[config.mk]
export PLATFORM = sky130hd
export DESIGN_NAME = timer_slot_table
export DESIGN_NICKNAME = d
export VERILOG_FILES = /design/src/rtl/core/tst_pkg.sv /design/src/rtl/core/tst_ram.sv /design/src/rtl/core/timer_slot_table.sv
export SDC_FILE = /design/constraint.sdc
export NUM_CORES = 1
export LEC_CHECK = 0
export BUFFER_PORTS_ARGS = -buffer_cell sky130_fd_sc_hd__buf_2
export CELL_PAD_IN_SITES_DETAIL_PLACEMENT = 2
export CELL_PAD_IN_SITES_GLOBAL_PLACEMENT = 2
export CORE_MARGIN = 2
export CORE_UTILIZATION = 43
export DETAILED_ROUTE_END_ITERATION = 16
export PLACE_DENSITY = 0.85
export SLEW_MARGIN = 40
export SYNTH_ARGS = -nofsm -noshare
export SYNTH_HDL_FRONTEND = slang
export SYNTH_HIERARCHICAL = 1
export SYNTH_SLANG_ARGS = --single-unit
[constraint.sdc]
create_clock -name clk -period 9 [get_ports clk]
set_clock_uncertainty 0.15 [all_clocks]
set_input_delay 1.35 -clock clk [delete_from_list [all_inputs] [get_ports clk]]
set_output_delay 1.35 -clock clk [all_outputs]
set_load 0.02 [all_outputs]
[src/rtl/core/tst_pkg.sv]
// Package for the timer slot table: sizes, command codes, beat and slot types.
`timescale 1ns / 1ps
`default_nettype none
package tst_pkg;

	// Table size and fire limit per process command
	localparam int SLOTS       = 8;
	localparam int MAX_RESULTS = 8;
	localparam int IDX_W       = (SLOTS > 1) ? $clog2(SLOTS) : 1;
	localparam int NF_W        = $clog2(MAX_RESULTS + 1);

	// Command codes
	localparam logic [2:0] CMD_START_SHORT = 3'd0;
	localparam logic [2:0] CMD_START_LONG  = 3'd1;
	localparam logic [2:0] CMD_CANCEL      = 3'd2;
	localparam logic [2:0] CMD_QUERY       = 3'd3;
	localparam logic [2:0] CMD_PROCESS     = 3'd4;

	// Result kinds
	localparam logic KIND_FIRED = 1'b0;
	localparam logic KIND_QUERY = 1'b1;

	typedef enum logic [1:0] {
		ST_IDLE,
		ST_SCAN,
		ST_FLUSH
	} state_t;

	typedef struct packed {
		logic [2:0]  command;
		logic [15:0] count;
		logic [7:0]  callback_id;
		logic [15:0] data_tag;
		logic        tick_pending;
		logic        second_pending;
	} cmd_beat_t;

	typedef struct packed {
		logic        result_kind;
		logic [7:0]  fired_callback;
		logic [15:0] fired_tag;
		logic        running;
		logic        last_of_run;
	} res_beat_t;

	typedef struct packed {
		logic [7:0]  callback;
		logic [15:0] tag;
		logic [15:0] ticks;
		logic [15:0] seconds;
		logic        armed;
	} slot_t;

	localparam int SLOT_W = $bits(slot_t);

endpackage
`default_nettype wire

[src/rtl/core/tst_ram.sv]
// Generic single-write, single-read RAM with registered read data.
`timescale 1ns / 1ps
`default_nettype none
module tst_ram #(
	parameter int WIDTH = 8,
	parameter int DEPTH = 8,
	localparam int AW = (DEPTH > 1) ? $clog2(DEPTH) : 1
) (
	input  wire logic             clk,
	input  wire logic             we,
	input  wire logic [AW-1:0]    waddr,
	input  wire logic [WIDTH-1:0] wdata,
	input  wire logic             re,
	input  wire logic [AW-1:0]    raddr,
	output logic      [WIDTH-1:0] rdata
);

	logic [WIDTH-1:0] mem [DEPTH];

	// write port
	always_ff @(posedge clk) begin
		if (we) begin
			mem[waddr] <= wdata;
		end
	end

	// registered read port, holds while re is low
	always_ff @(posedge clk) begin
		if (re) begin
			rdata <= mem[raddr];
		end
	end

endmodule
`default_nettype wire

[src/rtl/core/timer_slot_table.sv]
// Timer slot table: command sequencer over a slot RAM with fired/query result queue.
//
//  channel | dir | handshake           | payload
//  --------+-----+---------------------+------------------------------------
//  cmd     | in  | cmd_valid/cmd_ready | command, count, id, tag, pending
//  res     | out | res_valid/res_ready | kind, fired id/tag, running, last
//
// Every command walks all slots through the single RAM read port, one slot
// per cycle while no fire stalls the walk.
// A fire stalls the walk while a result is held and the output beat is full and not taken.
// Reset clears the per-slot valid bits; an unwritten slot reads as all zero.
// A new command is taken once the previous one has queued its last result.
`timescale 1ns / 1ps
`default_nettype none
module timer_slot_table
	import tst_pkg::*;
(
	input  wire logic      clk,
	input  wire logic      arst_n,
	input  wire logic      cmd_valid,
	output logic           cmd_ready,
	input  wire cmd_beat_t cmd,
	output logic           res_valid,
	input  wire logic      res_ready,
	output res_beat_t      res
);

	state_t              state_q, state_d;
	cmd_beat_t           cmd_q;
	logic [IDX_W-1:0]    idx_q;
	logic                done_q, run_q;
	logic [NF_W-1:0]     nfire_q;
	logic                hold_v_q;
	res_beat_t           hold_q;
	logic                res_valid_q;
	res_beat_t           res_q;
	logic [SLOTS-1:0]    slot_vld_q;
	logic                vld_rd_q;

	logic                ram_we, ram_re;
	logic [IDX_W-1:0]    ram_raddr;
	slot_t               ram_wdata, ram_rdata, slot_cur;

	logic                cmd_acc, res_free, last_idx, stall, scan_go;
	logic                id_match, tag_match, hit, do_wr, fire, done_set;
	logic [15:0]         ticks_dec, secs_dec;
	logic                res_load;
	res_beat_t           res_d;
	logic                flush_done;

	// slot storage
	tst_ram #(
		.WIDTH(SLOT_W),
		.DEPTH(SLOTS)
	) u_slot_ram (
		.clk  (clk),
		.we   (ram_we),
		.waddr(idx_q),
		.wdata(ram_wdata),
		.re   (ram_re),
		.raddr(ram_raddr),
		.rdata(ram_rdata)
	);

	assign slot_cur = vld_rd_q ? ram_rdata : '0;
	assign cmd_acc  = cmd_valid && cmd_ready;
	assign res_free = !res_valid_q || res_ready;
	assign last_idx = (idx_q == IDX_W'(SLOTS - 1));

	// per-slot evaluation of the current command
	always_comb begin
		id_match  = (slot_cur.callback == cmd_q.callback_id);
		tag_match = (slot_cur.tag == cmd_q.data_tag);
		ticks_dec = (cmd_q.tick_pending && slot_cur.ticks != '0) ?
			slot_cur.ticks - 16'd1 : slot_cur.ticks;
		secs_dec  = (cmd_q.second_pending && slot_cur.seconds != '0) ?
			slot_cur.seconds - 16'd1 : slot_cur.seconds;
		ram_wdata = slot_cur;
		hit       = 1'b0;
		do_wr     = 1'b0;
		fire      = 1'b0;
		done_set  = 1'b0;
		case (cmd_q.command)
			CMD_START_SHORT, CMD_START_LONG: begin
				if (cmd_q.callback_id != '0 && !done_q &&
					((id_match && tag_match) || slot_cur.callback == '0)) begin
					hit                = 1'b1;
					do_wr              = 1'b1;
					done_set           = 1'b1;
					ram_wdata.callback = cmd_q.callback_id;
					ram_wdata.tag      = cmd_q.data_tag;
					ram_wdata.ticks    = (cmd_q.command == CMD_START_LONG) ? '0 : cmd_q.count;
					ram_wdata.seconds  = (cmd_q.command == CMD_START_LONG) ? cmd_q.count : '0;
					ram_wdata.armed    = 1'b1;
				end
			end
			CMD_CANCEL: begin
				if (!done_q && id_match && (cmd_q.data_tag == '0 || tag_match)) begin
					hit                = 1'b1;
					do_wr              = 1'b1;
					done_set           = (cmd_q.data_tag != '0);
					ram_wdata.callback = '0;
					ram_wdata.tag      = '0;
				end
			end
			CMD_QUERY: begin
				hit = id_match && (cmd_q.data_tag == '0 || tag_match);
			end
			CMD_PROCESS: begin
				do_wr = 1'b1;
				fire  = slot_cur.callback != '0 && slot_cur.armed && ticks_dec == '0 &&
					secs_dec == '0 && nfire_q < NF_W'(MAX_RESULTS);
				if (fire) begin
					ram_wdata = '0;
				end else begin
					ram_wdata.ticks   = ticks_dec;
					ram_wdata.seconds = secs_dec;
				end
			end
			default: begin
			end
		endcase
	end

	// a fire needs room to push the held result out
	assign stall   = fire && hold_v_q && !res_free;
	assign scan_go = (state_q == ST_SCAN) && !stall;

	// flush: query answer or the held final fire
	always_comb begin
		flush_done = 1'b1;
		if (cmd_q.command == CMD_QUERY || (cmd_q.command == CMD_PROCESS && hold_v_q)) begin
			flush_done = res_free;
		end
	end

	// next state
	always_comb begin
		state_d = state_q;
		case (state_q)
			ST_IDLE: begin
				if (cmd_acc) state_d = ST_SCAN;
			end
			ST_SCAN: begin
				if (scan_go && last_idx) state_d = ST_FLUSH;
			end
			ST_FLUSH: begin
				if (flush_done) state_d = ST_IDLE;
			end
			default: state_d = ST_IDLE;
		endcase
	end

	// state outputs: RAM control and result loading
	always_comb begin
		cmd_ready = 1'b0;
		ram_re    = 1'b0;
		ram_raddr = '0;
		ram_we    = 1'b0;
		res_load  = 1'b0;
		res_d     = hold_q;
		case (state_q)
			ST_IDLE: begin
				cmd_ready = 1'b1;
				ram_re    = cmd_valid;
			end
			ST_SCAN: begin
				ram_we    = scan_go && do_wr;
				ram_re    = scan_go && !last_idx;
				ram_raddr = idx_q + IDX_W'(1);
				if (scan_go && fire && hold_v_q) begin
					res_load          = 1'b1;
					res_d.last_of_run = 1'b0;
				end
			end
			ST_FLUSH: begin
				if (res_free) begin
					if (cmd_q.command == CMD_QUERY) begin
						res_load             = 1'b1;
						res_d                = '0;
						res_d.result_kind    = KIND_QUERY;
						res_d.running        = run_q;
						res_d.last_of_run    = 1'b1;
					end else if (cmd_q.command == CMD_PROCESS && hold_v_q) begin
						res_load          = 1'b1;
						res_d.last_of_run = 1'b1;
					end
				end
			end
			default: begin
			end
		endcase
	end

	// sequencer registers
	always_ff @(posedge clk or negedge arst_n) begin
		if (!arst_n) begin
			state_q  <= ST_IDLE;
			cmd_q    <= '0;
			idx_q    <= '0;
			done_q   <= 1'b0;
			run_q    <= 1'b0;
			nfire_q  <= '0;
			hold_v_q <= 1'b0;
		end else begin
			state_q <= state_d;
			if (cmd_acc) begin
				cmd_q   <= cmd;
				idx_q   <= '0;
				done_q  <= 1'b0;
				run_q   <= 1'b0;
				nfire_q <= '0;
			end
			if (scan_go) begin
				idx_q  <= idx_q + IDX_W'(1);
				done_q <= done_q | done_set;
				if (cmd_q.command == CMD_QUERY) run_q <= run_q | hit;
				if (fire) begin
					nfire_q  <= nfire_q + NF_W'(1);
					hold_v_q <= 1'b1;
				end
			end
			if (state_q == ST_FLUSH && res_load && cmd_q.command == CMD_PROCESS) begin
				hold_v_q <= 1'b0;
			end
		end
	end

	// held fire, payload only
	always_ff @(posedge clk) begin
		if (scan_go && fire) begin
			hold_q <= '{
				result_kind:    KIND_FIRED,
				fired_callback: slot_cur.callback,
				fired_tag:      slot_cur.tag,
				running:        1'b0,
				last_of_run:    1'b0
			};
		end
	end

	// output beat register
	always_ff @(posedge clk or negedge arst_n) begin
		if (!arst_n) begin
			res_valid_q <= 1'b0;
		end else if (res_load) begin
			res_valid_q <= 1'b1;
		end else if (res_ready) begin
			res_valid_q <= 1'b0;
		end
	end

	always_ff @(posedge clk) begin
		if (res_load) res_q <= res_d;
	end

	assign res_valid = res_valid_q;
	assign res       = res_q;

	// slot valid bits: a never-written slot reads as free and zero
	always_ff @(posedge clk or negedge arst_n) begin
		if (!arst_n) begin
			slot_vld_q <= '0;
			vld_rd_q   <= 1'b0;
		end else begin
			if (ram_we) slot_vld_q[idx_q] <= 1'b1;
			if (ram_re) vld_rd_q <= slot_vld_q[ram_raddr];
		end
	end

`ifndef ASSERT_OFF
	// no fire may be left behind when a new command is taken
	a_idle_no_hold: assert property (@(posedge clk) disable iff (!arst_n)
		cmd_ready |-> !hold_v_q)
		else $error("held fire pending while idle");

	// fire count stays within the per-command limit
	a_fire_limit: assert property (@(posedge clk) disable iff (!arst_n)
		nfire_q <= NF_W'(MAX_RESULTS))
		else $error("fire count over limit");

	// the walk never reads the slot it writes back in the same cycle
	a_rw_apart: assert property (@(posedge clk) disable iff (!arst_n)
		(ram_we && ram_re) |-> (ram_raddr != idx_q))
		else $error("read and write hit the same slot");

	// a stalled walk keeps its slot index
	a_stall_hold: assert property (@(posedge clk) disable iff (!arst_n)
		(state_q == ST_SCAN && stall) |=> $stable(idx_q))
		else $error("slot index moved during stall");
`endif

endmodule
`default_nettype wire
==> impl_metrics.toml <==
[clock_network]
clk_pin_slew_ns = 0.06
cts_tree = "yes"
cts_made_buffers = 69
clk_latency_ns = 0.63
cts_hold_buf = 0
htree_num_levels = 3
cts_resized = 0
cts_root_buffer = "clkbuf_16"
post_cts_buffers = 0
numClockSinks = 631
clk_path_buf_depth = 3

[drt]
avgRoutedWirePerCell_um = 37.1
routed_via_density = 6.60
remaining_drc_errors = 0
final_antenna_net_count = 0
drt_wl_total_um = 95300
routed-via-count = 16972
drt_iter0_drc = 2446
first_pass_iters = 7

[floorplan]
core_area_um2 = 61700
dieWidth_um = 254
start_util_pct = 43.6
die_area_um2 = 64500
placementRows = 91
ioPinCount = 78
dieHeight_um = 254

[worst_setup_path]
worstSetupPathType = "flip-flop to flip-flop"
setup.worst_path.start_class = "flip-flop"
crit_path_max_fanout = 68
r2r_end = "u_slot_ram/mem[6][5]$_DFFE_PP_"
timing.rr.start = "vld_rd_q$_DFFE_PN0P_"
worst-r2r-cell-count = 12
arrival_ns = 7.07
r2r_slack_ns = 2.02
critPathCaptureType = "flip-flop"
crit_required_ns = 9.09

[sta]
rsz0062_at_grt = "no"
setup_violations = 0
maxSlewViolCount = 0
fin_crit_sh_pct = 77.6
maxSlewHeadroom_pct = 39.7
hold_viol = 0
tightest_slew_ns = 0.897
fin_tns_setup_ns = 0
period_needed_ns = 6.98
fmax_ghz = 0.143

[global_route]
grt_max_degree = 73
grt-ovfl-total = 0
antenna_found_initial = 2
grt_pass1_vias = 17820
grt_usage_pct = 30.1
grt_pass1_wl_um = 137000

[synthesis]
synth.avg_cell_area_um2 = 17.0
synth_seq_cells = 631
syn-cell-area_um2 = 26900
syn-instance-count = 1582
synth_edf_count = 564
synthesis.nets = 1639
synth-async-reset-ratio_pct = 10.6
synthFlopType = "edfxtp_1"
ys_seq_area_share_pct = 69.2
yosysUniqueCellTypes = 80
yosys_warnings = 6

[final_layout]
fin_nets = 1737
syn_to_final_growth_pct = 14.1
drive_gt1_share_pct = 27.5
diodes = 0
final_cells = 2571
final_cell_mix = "564 x edfxtp_1, 115 x mux4_2, 104 x mux2_2"
layout_commonest_cell = "edfxtp_1"
num-fill-cells = 5626

[placement]
numPlacedInstances = 2443
port-buffer-count = 77
routabilityCongestion = 0.896
dp_hpwl_um = 57600

[power_and_ir_drop]
p_per_area_nw_per_um2 = 391
ir_drop_uv = 334
leakage_nw = 10.0

[worst_hold_path]
min_to = "nfire_q[0]$_DFF_PN0_"
hold_depth = 1
min_path_type = "flip-flop to flip-flop"
min_from = "nfire_q[0]$_DFF_PN0_"

[run]
maxCapViolations = 0

[outcome]
status = "completed"
==> where the power goes <==
| part | switching (mW) | internal, mW |
|---|---|---|
| registers | 0.727 | 4.26 |
| logic | 2.70 | 1.45 |
| clock network | 1.25 | 1.62 |
==> kinds of logic after synthesis <==
logic type      after synthesis  share of synthesized area, %
compound gates              197                          5.24
xor+xnor                     18                         0.586
fa+ha+maj                     8                         0.372
buf+inv                     103                          1.74
flops                       631                          69.2
mux                         250                          15.1
simple gates                375                          7.69
==> worst max-delay path by stage <==
stage,startpoint,endpoint,slack (ns)
after floorplan,vld_rd_q$_DFFE_PN0P_,u_slot_ram/mem[4][0]$_DFFE_PP_,0.36
after global placement,vld_rd_q$_DFFE_PN0P_,u_slot_ram/mem[3][29]$_DFFE_PP_,2.83
after detailed placement,vld_rd_q$_DFFE_PN0P_,u_slot_ram/mem[5][13]$_DFFE_PP_,2.16
after CTS,vld_rd_q$_DFFE_PN0P_,u_slot_ram/mem[5][10]$_DFFE_PP_,1.96
after global routing,vld_rd_q$_DFFE_PN0P_,u_slot_ram/mem[6][41]$_DFFE_PP_,1.81
final,vld_rd_q$_DFFE_PN0P_,u_slot_ram/mem[6][5]$_DFFE_PP_,2.02
==> synth_stat cells, drive strengths merged (4+ instances only) <==
master  instances  area share [%]
a211oi          5            0.14
a21o            4            0.11
a21oi          27            0.50
a221o           5            0.19
a22oi          15            0.42
a31o            9            0.29
a31oi          14            0.33
a32o            4            0.15
a32oi          10            0.33
and2           63             1.5
and3            4           0.093
and4            6            0.20
buf            35            0.79
clkbuf         51            0.71
dfrtp          67             6.2
edfxtp        564              63
ha              8            0.37
inv            17            0.24
mux2          104             4.4
mux2i          31             1.2
mux4          115             9.6
nand2          66            0.93
nand2b         12            0.28
nand3          37            0.69
nand3b          5            0.14
nand4          13            0.35
nand4b         12            0.39
nor2           80             1.1
nor2b           6            0.14
nor3           21            0.39
nor4           25            0.68
nor4b           4            0.21
nor4bb          5            0.19
o211ai          7            0.20
o21a           10            0.28
o21ai          33            0.61
o21bai          6            0.17
o22ai          13            0.30
or3             7            0.16
or4             5            0.15
xnor2           9            0.29
xor2            9            0.29
==> per-layer routing <==
| metal | part of all wire, % | track usage (%) | vias to the layer above |
|---|---|---|---|
| met1 | 40 | 41.2 | 9042 |
| met3 | 8.9 | 5.51 | 245 |
| met5 | 0.013 | 0 | - |
| met2 | 48 | 48.4 | 1117 |
| li1 | - | - | 6566 |
| met4 | 3.6 | 10.8 | 2 |
==> per-stage QoR <==
stage | util (%) | hold WS [ns] | power, mW | area [µm²] | setup WS, ns
3_5_place_dp | 46.0 | 0.337 | 8.84 | 28400 | 2.16
6_report | 49.7 | 0.364 | 12.0 | 30700 | 2.02
5_1_grt | 49.7 | 0.386 | 12.3 | 30700 | 1.81
2_1_floorplan | - | 0.286 | 7.16 | 26900 | 0.357
3_3_place_gp | 45.7 | 0.295 | 8.31 | 28200 | 2.83
4_1_cts | 49.5 | 0.363 | 11.9 | 30600 | 1.96
==> state kept, by name (all words and copies together) (netlist names), 2 cells and up <==
signal and cells:
cmd_q 45, hold_q 24, idx_q 3, nfire_q 4
res 27, slot_vld_q 8, state_q 2, u_slot_ram/mem 456
u_slot_ram/rdata 57
==> final cells by class <==
cell class	instances	area (µm²)	area share [%]
tap	837	1050	3.41
inverter	17	63.8	0.208
clock buffer	97	1970	6.41
clock inverter	28	229	0.746
multi-input combinational	848	7960	25.9
timing repair buffer	113	801	2.61
sequential	631	18600	60.7
==> worst max-delay path, cell delays in order (launching register included) <==
cell	delay, ns
dfrtp_4	0.85
buf_4	0.68
inv_1	0.58
a211oi_1	0.62
nand2_1	0.29
a22oi_1	0.37
nor4b_4	0.12
nand4_2	0.25
nand2_1	0.35
a21oi_1	0.37
nand2_1	0.35
nor2_4	0.79
buf_4	0.74
Note: power is estimated with default switching activity, not from simulation.
